## src/policy_rule_table_assert.svh

```systemverilog
// ---------------------------------------------------------------------------
// Assertion macros for the policy rule table
// Clocked property checks that compile away under synthesis.
// ---------------------------------------------------------------------------
`ifndef POLICY_RULE_TABLE_ASSERT_SVH
`define POLICY_RULE_TABLE_ASSERT_SVH

`ifndef SYNTHESIS
`define PRT_ASSERT(lbl, clk_s, rst_s, prop) \
  lbl: assert property (@(posedge clk_s) disable iff (rst_s) prop) \
    else $error("policy_rule_table assertion failed");
`define PRT_ASSERT_ALWAYS(lbl, clk_s, prop) \
  lbl: assert property (@(posedge clk_s) prop) \
    else $error("policy_rule_table assertion failed");
`else
`define PRT_ASSERT(lbl, clk_s, rst_s, prop)
`define PRT_ASSERT_ALWAYS(lbl, clk_s, prop)
`endif

`endif

```

## src/prt_pkg.sv

```systemverilog
// ---------------------------------------------------------------------------
// prt_pkg
// Types, codes and helpers shared by the policy rule table modules.
// ---------------------------------------------------------------------------
`timescale 1ns / 1ps
`default_nettype none

package prt_pkg;

  typedef struct packed {
    logic [1:0]  req_type;
    logic [31:0] src_addr;
    logic [31:0] dst_addr;
    logic [7:0]  src_len;
    logic [7:0]  dst_len;
    logic [7:0]  tos;
    logic [2:0]  action;
    logic [7:0]  route_table;
    logic [31:0] preference;
    logic [11:0] iface_index;
    logic [31:0] nat_map_addr;
    logic [3:0]  given_mask;
  } prt_in_t;

  typedef struct packed {
    logic [2:0]  status;
    logic [7:0]  out_table;
    logic        is_nat;
    logic [31:0] out_map_addr;
    logic [5:0]  out_src_len;
    logic        last;
  } prt_out_t;

  typedef struct packed {
    logic [31:0] pref;
    logic [7:0]  tbl;
    logic [2:0]  act;
    logic [31:0] src;
    logic [5:0]  src_len;
    logic [31:0] dst;
    logic [5:0]  dst_len;
    logic [7:0]  tos;
    logic [11:0] iface;
    logic [31:0] map;
  } prt_rule_t;

  typedef struct packed {
    logic lk_hit;
    logic del_hit;
  } prt_match_t;

  localparam int RULE_W = $bits(prt_rule_t);

  localparam logic [1:0] REQ_LOOKUP = 2'd0;
  localparam logic [1:0] REQ_INSERT = 2'd1;
  localparam logic [1:0] REQ_DELETE = 2'd2;

  localparam logic [2:0] ACT_ANY      = 3'd0;
  localparam logic [2:0] ACT_UNICAST  = 3'd1;
  localparam logic [2:0] ACT_NAT      = 3'd2;
  localparam logic [2:0] ACT_UNREACH  = 3'd3;
  localparam logic [2:0] ACT_PROHIBIT = 3'd5;

  localparam logic [2:0] STS_OK        = 3'd0;
  localparam logic [2:0] STS_INVALID   = 3'd1;
  localparam logic [2:0] STS_NOTFOUND  = 3'd2;
  localparam logic [2:0] STS_FULL      = 3'd3;
  localparam logic [2:0] STS_UNREACH   = 3'd4;
  localparam logic [2:0] STS_BLACKHOLE = 3'd5;
  localparam logic [2:0] STS_PROHIBIT  = 3'd6;

  localparam logic [31:0] PREF_MAIN    = 32'h0000_7FFE;
  localparam logic [31:0] PREF_DEFAULT = 32'h0000_7FFF;
  localparam logic [7:0]  MAX_PREFIX   = 8'd32;
  localparam logic [7:0]  TOS_ALLOWED  = 8'h1E;

  localparam logic [1:0] REG_TOS_EN = 2'd0;

  // length 0 shifts by 32 and gives an all-zero mask
  function automatic logic [31:0] prefix_mask(input logic [5:0] len);
    logic [5:0] sh;
    sh = 6'd32 - len;
    return 32'hFFFF_FFFF << sh;
  endfunction

  function automatic prt_rule_t builtin_rule(input logic [1:0] slot);
    prt_rule_t r;
    r     = '0;
    r.act = ACT_UNICAST;
    case (slot)
      2'd0: begin
        r.pref = 32'd0;
        r.tbl  = 8'd255;
      end
      2'd1: begin
        r.pref = PREF_MAIN;
        r.tbl  = 8'd254;
      end
      default: begin
        r.pref = PREF_DEFAULT;
        r.tbl  = 8'd253;
      end
    endcase
    return r;
  endfunction

endpackage

`default_nettype wire

```

## src/prt_ram.sv

```systemverilog
// ---------------------------------------------------------------------------
// prt_ram
// Generic single-write, single-read RAM with registered read data.
// ---------------------------------------------------------------------------
`timescale 1ns / 1ps
`default_nettype none

module prt_ram #(
  parameter int WIDTH = 8,
  parameter int DEPTH = 16
) (
  input  wire logic                     clk,
  input  wire logic                     we,
  input  wire logic [$clog2(DEPTH)-1:0] waddr,
  input  wire logic [WIDTH-1:0]         wdata,
  input  wire logic [$clog2(DEPTH)-1:0] raddr,
  output logic      [WIDTH-1:0]         rdata
);

  logic [WIDTH-1:0] mem [DEPTH];

  always_ff @(posedge clk) begin
    if (we) begin
      mem[waddr] <= wdata;
    end
    rdata <= mem[raddr];
  end

endmodule

`default_nettype wire

```

## src/prt_match.sv

```systemverilog
// ---------------------------------------------------------------------------
// prt_match
// Compares one stored rule against the current request for lookup and delete.
// ---------------------------------------------------------------------------
`timescale 1ns / 1ps
`default_nettype none

module prt_match (
  input  wire prt_pkg::prt_in_t   req,
  input  wire prt_pkg::prt_rule_t rule,
  input  wire logic               tos_en,
  output prt_pkg::prt_match_t     hit
);

  logic src_ok, dst_ok, tos_ok, ifc_ok;

  always_comb begin
    src_ok = ((req.src_addr ^ rule.src) & prt_pkg::prefix_mask(rule.src_len)) == 32'd0;
    dst_ok = ((req.dst_addr ^ rule.dst) & prt_pkg::prefix_mask(rule.dst_len)) == 32'd0;
    tos_ok = !(tos_en && rule.tos != 8'd0 && rule.tos != req.tos);
    ifc_ok = !(rule.iface != 12'd0 && rule.iface != req.iface_index);
    hit.lk_hit = src_ok && dst_ok && tos_ok && ifc_ok;

    hit.del_hit = (!req.given_mask[0] || req.src_addr == rule.src)
               && (req.src_len == {2'b00, rule.src_len})
               && (req.dst_len == {2'b00, rule.dst_len})
               && (!req.given_mask[1] || req.dst_addr == rule.dst)
               && (req.tos == rule.tos)
               && (req.action == prt_pkg::ACT_ANY || req.action == rule.act)
               && (!req.given_mask[2] || req.preference == rule.pref)
               && (!req.given_mask[3] || req.iface_index == rule.iface)
               && (req.route_table == 8'd0 || req.route_table == rule.tbl);
  end

endmodule

`default_nettype wire

```

## src/policy_rule_table.sv

```systemverilog
// Lookup: walks the stored rules in order, one RAM read each; one word per unicast or NAT match.
// Insert: one RAM read per rule scanned, a RAM read and write per rule moved up,
//   plus a read of the second rule with an automatic preference; delete likewise.
// One request at a time; the rule RAM's single read port sets the pace.
// Reset: synchronous; the INIT state then writes the three built-in rules into the RAM,
//   during which no request is taken. TOS matching resets to enabled.
`timescale 1ns / 1ps
`default_nettype none

`include "policy_rule_table_assert.svh"

module policy_rule_table #(
  parameter int RULE_SLOTS = 16
) (
  input  wire logic              clk,
  input  wire logic              rst,
  input  wire logic              in_valid,
  output logic                   in_ready,
  input  wire prt_pkg::prt_in_t  in_word,
  output logic                   out_valid,
  input  wire logic              out_ready,
  output prt_pkg::prt_out_t      out_word,
  input  wire logic              psel,
  input  wire logic              penable,
  input  wire logic              pwrite,
  input  wire logic [2:0]        paddr,
  input  wire logic [31:0]       pwdata,
  output logic [31:0]            prdata,
  output logic                   pready
);

  localparam int IW = $clog2(RULE_SLOTS);
  localparam int CW = $clog2(RULE_SLOTS + 1);

  localparam logic [3:0] S_INIT   = 4'd0;
  localparam logic [3:0] S_IDLE   = 4'd1;
  localparam logic [3:0] S_CHK    = 4'd2;
  localparam logic [3:0] S_PRE_RD = 4'd3;
  localparam logic [3:0] S_PRE_EV = 4'd4;
  localparam logic [3:0] S_LK_RD  = 4'd5;
  localparam logic [3:0] S_LK_EV  = 4'd6;
  localparam logic [3:0] S_INS_RD = 4'd7;
  localparam logic [3:0] S_INS_EV = 4'd8;
  localparam logic [3:0] S_DEL_RD = 4'd9;
  localparam logic [3:0] S_DEL_EV = 4'd10;
  localparam logic [3:0] S_FIN    = 4'd11;

  logic [3:0]         state, state_next;
  logic [IW-1:0]      idx, idx_next;
  logic [CW-1:0]      cnt, cnt_next;
  prt_pkg::prt_in_t   req, req_next;
  logic [31:0]        pref_w, pref_w_next;
  prt_pkg::prt_rule_t carry, carry_next;
  logic               found, found_next;
  logic [2:0]         fin_status, fin_status_next;
  logic               out_valid_next;
  prt_pkg::prt_out_t  out_word_next;
  logic               tos_en;

  logic               wr_en;
  logic [IW-1:0]      wr_addr, rd_addr;
  prt_pkg::prt_rule_t wr_data, rd_data, new_rule;
  prt_pkg::prt_match_t hit;
  logic               out_free;
  logic [CW:0]        idx_ext;

  prt_ram #(
    .WIDTH(prt_pkg::RULE_W),
    .DEPTH(RULE_SLOTS)
  ) u_ram (
    .clk   (clk),
    .we    (wr_en),
    .waddr (wr_addr),
    .wdata (wr_data),
    .raddr (rd_addr),
    .rdata (rd_data)
  );

  prt_match u_match (
    .req    (req),
    .rule   (rd_data),
    .tos_en (tos_en),
    .hit    (hit)
  );

  // configuration port
  assign pready = 1'b1;
  always_comb begin
    prdata = 32'd0;
    if (paddr[2:1] == prt_pkg::REG_TOS_EN && paddr[1:0] == 2'b00) begin
      prdata = {31'd0, tos_en};
    end
  end

  always_ff @(posedge clk) begin
    if (rst) begin
      tos_en <= 1'b1;
    end else if (psel && penable && pwrite && pready && paddr[2] == 1'b0) begin
      tos_en <= pwdata[0];
    end
  end

  assign in_ready = (state == S_IDLE);
  assign out_free = !out_valid || out_ready;
  assign idx_ext  = (CW + 1)'(idx);

  // during a delete shift the read runs one slot ahead of the write
  assign rd_addr = ((state == S_DEL_RD || state == S_DEL_EV) && found) ? idx + IW'(1) : idx;

  always_comb begin
    new_rule         = '0;
    new_rule.pref    = pref_w;
    new_rule.tbl     = req.route_table;
    new_rule.act     = req.action;
    new_rule.src     = req.src_addr;
    new_rule.src_len = req.src_len[5:0];
    new_rule.dst     = req.dst_addr;
    new_rule.dst_len = req.dst_len[5:0];
    new_rule.tos     = req.tos;
    new_rule.iface   = req.iface_index;
    new_rule.map     = req.nat_map_addr;
  end

  always_comb begin
    state_next      = state;
    idx_next        = idx;
    cnt_next        = cnt;
    req_next        = req;
    pref_w_next     = pref_w;
    carry_next      = carry;
    found_next      = found;
    fin_status_next = fin_status;
    out_valid_next  = out_valid && !out_ready;
    out_word_next   = out_word;
    wr_en           = 1'b0;
    wr_addr         = idx;
    wr_data         = rd_data;

    case (state)
      S_INIT: begin
        wr_en   = 1'b1;
        wr_data = prt_pkg::builtin_rule(idx[1:0]);
        idx_next = idx + IW'(1);
        if (idx == IW'(2)) begin
          state_next = S_IDLE;
        end
      end
      S_IDLE: begin
        if (in_valid) begin
          req_next   = in_word;
          state_next = S_CHK;
        end
      end
      S_CHK: begin
        idx_next   = '0;
        found_next = 1'b0;
        case (req.req_type)
          prt_pkg::REQ_LOOKUP: begin
            if (cnt == '0) begin
              fin_status_next = prt_pkg::STS_UNREACH;
              state_next      = S_FIN;
            end else begin
              state_next = S_LK_RD;
            end
          end
          prt_pkg::REQ_INSERT: begin
            pref_w_next = req.preference;
            if (req.src_len > prt_pkg::MAX_PREFIX || req.dst_len > prt_pkg::MAX_PREFIX
                || (req.tos & ~prt_pkg::TOS_ALLOWED) != 8'd0) begin
              fin_status_next = prt_pkg::STS_INVALID;
              state_next      = S_FIN;
            end else if (cnt == CW'(RULE_SLOTS)) begin
              fin_status_next = prt_pkg::STS_FULL;
              state_next      = S_FIN;
            end else if (req.preference == 32'd0 && cnt >= CW'(2)) begin
              idx_next   = IW'(1);
              state_next = S_PRE_RD;
            end else begin
              state_next = S_INS_RD;
            end
          end
          prt_pkg::REQ_DELETE: begin
            if (cnt == '0) begin
              fin_status_next = prt_pkg::STS_NOTFOUND;
              state_next      = S_FIN;
            end else begin
              state_next = S_DEL_RD;
            end
          end
          default: begin
            fin_status_next = prt_pkg::STS_INVALID;
            state_next      = S_FIN;
          end
        endcase
      end
      S_PRE_RD: begin
        state_next = S_PRE_EV;
      end
      S_PRE_EV: begin
        // automatic preference: one below the second rule's, if nonzero, placed after the first
        if (rd_data.pref != 32'd0) begin
          pref_w_next = rd_data.pref - 32'd1;
        end
        state_next = S_INS_RD;
      end
      S_LK_RD: begin
        state_next = S_LK_EV;
      end
      S_LK_EV: begin
        if (hit.lk_hit) begin
          case (rd_data.act)
            prt_pkg::ACT_UNICAST, prt_pkg::ACT_NAT: begin
              if (out_free) begin
                out_valid_next         = 1'b1;
                out_word_next          = '0;
                out_word_next.status   = prt_pkg::STS_OK;
                out_word_next.out_table = rd_data.tbl;
                if (rd_data.act == prt_pkg::ACT_NAT) begin
                  out_word_next.is_nat       = 1'b1;
                  out_word_next.out_map_addr = rd_data.map;
                  out_word_next.out_src_len  = rd_data.src_len;
                end
                if (idx_ext + (CW + 1)'(1) == (CW + 1)'(cnt)) begin
                  fin_status_next = prt_pkg::STS_UNREACH;
                  state_next      = S_FIN;
                end else begin
                  idx_next   = idx + IW'(1);
                  state_next = S_LK_RD;
                end
              end
            end
            prt_pkg::ACT_UNREACH: begin
              fin_status_next = prt_pkg::STS_UNREACH;
              state_next      = S_FIN;
            end
            prt_pkg::ACT_PROHIBIT: begin
              fin_status_next = prt_pkg::STS_PROHIBIT;
              state_next      = S_FIN;
            end
            default: begin
              fin_status_next = prt_pkg::STS_BLACKHOLE;
              state_next      = S_FIN;
            end
          endcase
        end else if (idx_ext + (CW + 1)'(1) == (CW + 1)'(cnt)) begin
          fin_status_next = prt_pkg::STS_UNREACH;
          state_next      = S_FIN;
        end else begin
          idx_next   = idx + IW'(1);
          state_next = S_LK_RD;
        end
      end
      S_INS_RD: begin
        state_next = S_INS_EV;
      end
      S_INS_EV: begin
        // scan to the slot, then ripple the tail up one slot per step
        if (!found && idx_ext < (CW + 1)'(cnt) && rd_data.pref <= pref_w) begin
          idx_next   = idx + IW'(1);
          state_next = S_INS_RD;
        end else begin
          wr_en      = 1'b1;
          wr_data    = found ? carry : new_rule;
          carry_next = rd_data;
          found_next = 1'b1;
          if (idx_ext == (CW + 1)'(cnt)) begin
            cnt_next        = cnt + CW'(1);
            fin_status_next = prt_pkg::STS_OK;
            state_next      = S_FIN;
          end else begin
            idx_next   = idx + IW'(1);
            state_next = S_INS_RD;
          end
        end
      end
      S_DEL_RD: begin
        state_next = S_DEL_EV;
      end
      S_DEL_EV: begin
        if (!found) begin
          if (hit.del_hit) begin
            found_next = 1'b1;
            if (idx_ext + (CW + 1)'(1) == (CW + 1)'(cnt)) begin
              cnt_next        = cnt - CW'(1);
              fin_status_next = prt_pkg::STS_OK;
              state_next      = S_FIN;
            end else begin
              state_next = S_DEL_RD;
            end
          end else if (idx_ext + (CW + 1)'(1) == (CW + 1)'(cnt)) begin
            fin_status_next = prt_pkg::STS_NOTFOUND;
            state_next      = S_FIN;
          end else begin
            idx_next   = idx + IW'(1);
            state_next = S_DEL_RD;
          end
        end else begin
          wr_en   = 1'b1;
          wr_data = rd_data;
          if (idx_ext + (CW + 1)'(2) == (CW + 1)'(cnt)) begin
            cnt_next        = cnt - CW'(1);
            fin_status_next = prt_pkg::STS_OK;
            state_next      = S_FIN;
          end else begin
            idx_next   = idx + IW'(1);
            state_next = S_DEL_RD;
          end
        end
      end
      S_FIN: begin
        if (out_free) begin
          out_valid_next       = 1'b1;
          out_word_next        = '0;
          out_word_next.status = fin_status;
          out_word_next.last   = 1'b1;
          state_next           = S_IDLE;
        end
      end
      default: begin
        state_next = S_IDLE;
      end
    endcase
  end

  always_ff @(posedge clk) begin
    if (rst) begin
      state     <= S_INIT;
      idx       <= '0;
      cnt       <= CW'(3);
      found     <= 1'b0;
      out_valid <= 1'b0;
    end else begin
      state     <= state_next;
      idx       <= idx_next;
      cnt       <= cnt_next;
      found     <= found_next;
      out_valid <= out_valid_next;
    end
  end

  always_ff @(posedge clk) begin
    req        <= req_next;
    pref_w     <= pref_w_next;
    carry      <= carry_next;
    fin_status <= fin_status_next;
    out_word   <= out_word_next;
  end

  `PRT_ASSERT(a_cnt_bound, clk, rst, cnt <= CW'(RULE_SLOTS))
  `PRT_ASSERT(a_wr_states, clk, rst, wr_en |-> (state == S_INIT || state == S_INS_EV || state == S_DEL_EV))
  `PRT_ASSERT(a_one_at_time, clk, rst, (in_valid && in_ready) |=> !in_ready)
  `PRT_ASSERT(a_cnt_stable_idle, clk, rst, (state == S_IDLE && $past(state) == S_IDLE) |-> $stable(cnt))

endmodule

`default_nettype wire
```

## config.mk

```make
export PLATFORM = sky130hd
export DESIGN_NAME = policy_rule_table
export DESIGN_NICKNAME = d
export VERILOG_FILES = /design/src/prt_pkg.sv /design/src/prt_ram.sv /design/src/prt_match.sv /design/src/policy_rule_table.sv
export VERILOG_INCLUDE_DIRS = /design/src /design/src/src
export SDC_FILE = /design/constraint.sdc
export NUM_CORES = 2
export LEC_CHECK = 0
export BUFFER_PORTS_ARGS = -buffer_cell sky130_fd_sc_hd__buf_2
export CORE_MARGIN = 2
export CORE_UTILIZATION = 62
export CTS_CLUSTER_SIZE = 24
export DETAILED_ROUTE_END_ITERATION = 8
export PLACE_DENSITY = 0.75
export SKIP_CTS_REPAIR_TIMING = 1
export SYNTH_ARGS = -nofsm -noshare
export SYNTH_HDL_FRONTEND = slang
export SYNTH_SLANG_ARGS = --single-unit
```

## constraint.sdc

```tcl
create_clock -name clk -period 20.2 [get_ports clk]
set_input_delay 4.04 -clock clk [delete_from_list [all_inputs] [get_ports clk]]
set_output_delay 4.04 -clock clk [all_outputs]
set_load 0.01 [all_outputs]
```

==> impl_metrics.tcl <==
set metrics [dict create \
    p_leak_nw 46.7 \
    critPathLaunchType "input pin" \
    ys_seq_area_share_pct 76.4 \
    slew-limit-headroom_pct 15.0 \
    finalWirelength_um 306000 \
    drtAntennaViolNets 0 \
    h-tree-depth 5 \
    grt_pass1_vias 64300 \
    row_count 167 \
    path_clk_slew_ns 0.06 \
    p_total_mw 21.0 \
    synth_top_family_by_area "multiplexers" \
    syn-instance-count 6042 \
    drcViolationCount 0 \
    routabilityCongestion 0.900 \
    cts_tree "built" \
    ys_ff_latch 3361 \
    hold_viol_final 0 \
    synth-xor-area-share_pct 1.27 \
    ys_types 93 \
    power_density_nw_per_um2 145 \
    cts_buffer_depth 4 \
    synthMuxAreaShare_pct 16.1 \
    vdd_drop_max_v 0.000278 \
    reg2reg_to "u_ram.mem[15][152]" \
    end_kind "output port" \
    outcome "complete, no violations" \
    slew_viol_final 0 \
    crit_path_max_fanout 2 \
    path_class "input pin to output port" \
    synth_edf_count 3174 \
    clock-sinks 3361 \
    async_flop_share_pct 0 \
    fin_tns_setup_ns 0 \
    r2r_cells 13 \
    regToRegSetupSlack_ns 12.40 \
    drive_gt1_share_pct 26.0 \
    wl_per_cell_um 32.2 \
    critical_path_arrival_ns 4.58 \
    drv_cap 0 \
    finalSetupViolations 0 \
    yosysWarningCount 0 \
    finClkSkew_ns 0.0698 \
    reg2reg_from "u_ram.rdata[167]" \
    critPathLaunch "paddr[2]" \
    rsz0062_at_grt "no" \
    nNetsFinal 6713 \
    holdPathStages 0 \
    antenna_found_initial 15 \
    grt_max_degree 119 \
    cp.required_ns 16.16 \
    area_growth_pct 11.8 \
    worst_skew_pair.late_latency_ns 0.96 \
    nFillCells 12100 \
    final_cell_mix "edfxtp_1 (3174), mux4_2 (853), clkbuf_16 (341)" \
    grt_overflow 0 \
    synth_area_per_cell_um2 21.5 \
    vias_per_cell 6.71 \
    die_w_um 461 \
    synth_compound_area_share_pct 2.05 \
    dp_hpwl_um 152000 \
    synth_area_um2 130000 \
    worst_pin_slew_ns 1.27 \
    first_iter_violations 8938 \
    via_count 63700 \
    dr.pass1.iters 8 \
    dominantRegCellSynth "edfxtp_1" \
    final.period_utilization_pct 42.7 \
    final_common_cell "edfxtp_1" \
    fmaxAchievable_ghz 0.116 \
    min_path_type "register to register" \
    core_area_um2 207000 \
    initial_core_util_pct 62.5 \
    cts_buffers 339 \
    clockRootBuffer "clkbuf_16" \
    synthAdderAreaFrac_pct 0.527 \
    final.min_clock_period_ns 8.62 \
    die_area_um2 213000 \
    whs_endpoint "carry[15]" \
    die_h_um 461 \
    grt_pass1_wl_um 442000 \
    port_buffers 245 \
    hold_start "u_ram.rdata[15]" \
    io-pin-count 309 \
    synth-simple-area-share_pct 2.28 \
    globalRouteTotalUtil_pct 29.0 \
]
[power by group]
group	switching (mW)	internal (mW)	total, mW	leakage [nW]
combinational	2.96	2.12	5.08	10.6
clock	2.54	3.54	6.09	5.22
sequential	0.514	9.29	9.80	30.9
[worst max path at each step]
stage | depth (start not counted) | endpoint
2_1_floorplan | 12 | u_ram.mem[3][0]
3_3_place_gp | 3 | prdata[0]
3_5_place_dp | 3 | prdata[0]
4_1_cts | 3 | prdata[0]
5_1_grt | 3 | prdata[0]
6_report | 3 | prdata[0]
[worst max-delay path, stage by stage]
cell,delay (ns)
buf_2,0.10
nor4b_1,0.26
buf_2,0.17
[logic make-up after synthesis]
group | after synthesis
and+or+nand+nor | 605
muxes | 1017
xor gates and xnor gates | 187
DFF | 3361
adders and majority gates | 54
other | 2
AOI/OAI and AO/OA | 423
buffers and inverters | 393
[cell usage after synthesis, drive strengths merged, types with 48 or more instances]
cell	count	area share (%)
edfxtp	3174	74
mux4	853	15
nand2	271	0.79
o21ai	230	0.89
dfxtp	187	2.9
buf	164	0.70
mux2i	163	1.3
clkbuf	162	0.48
xnor2	124	0.85
nor2	77	0.22
inv	66	0.19
xor2	63	0.43
ha	53	0.51
a21oi	48	0.19
[sequential cells by signal (all words and copies together), names as in the netlist, 4 cells and up]
signal / cells
out_word: 51
idx: 4
pref_w: 32
u_ram.mem: 2736
req: 42
new_rule: 139
u_ram.rdata: 171
state: 4
cnt: 5
carry: 171
[layer usage]
| metal | global-route usage [%] | up-vias | part of all wire [%] |
|---|---|---|---|
| met5 | 0 | - | 0.0042 |
| met4 | 10.9 | 2 | 3.5 |
| met3 | 4.46 | 608 | 9.0 |
| met1 | 40.4 | 33600 | 37 |
| li1 | - | 25800 | - |
| met2 | 47.2 | 3743 | 50 |
[per-stage QoR]
step	instance area [um^2]	hold slack [ns]	setup WS [ns]	instances	util (%)
2_1_floorplan	130000	0.403	5.22	6072	-
6_report	145000	0.447	11.58	9498	69.8
3_3_place_gp	134000	0.425	11.53	8883	64.7
3_5_place_dp	134000	0.434	11.58	8883	64.7
5_1_grt	145000	0.459	11.52	9495	69.8
4_1_cts	145000	0.447	11.58	9486	69.8
[area by class of cell]
class                           count  area (um^2)  share of cell area [%]
Sequential cell                  3361        99100                    68.4
Multi-Input combinational cell   2318        29100                    20.1
Clock buffer                      435         9180                    6.33
Tap cell                         2788         3490                    2.41
Timing Repair Buffer              350         2210                    1.53
Clock inverter                    168         1530                    1.05
Inverter                           66          255                   0.176
Antenna cell                       12         30.0                  0.0207
(Power assumes the default switching activity.)
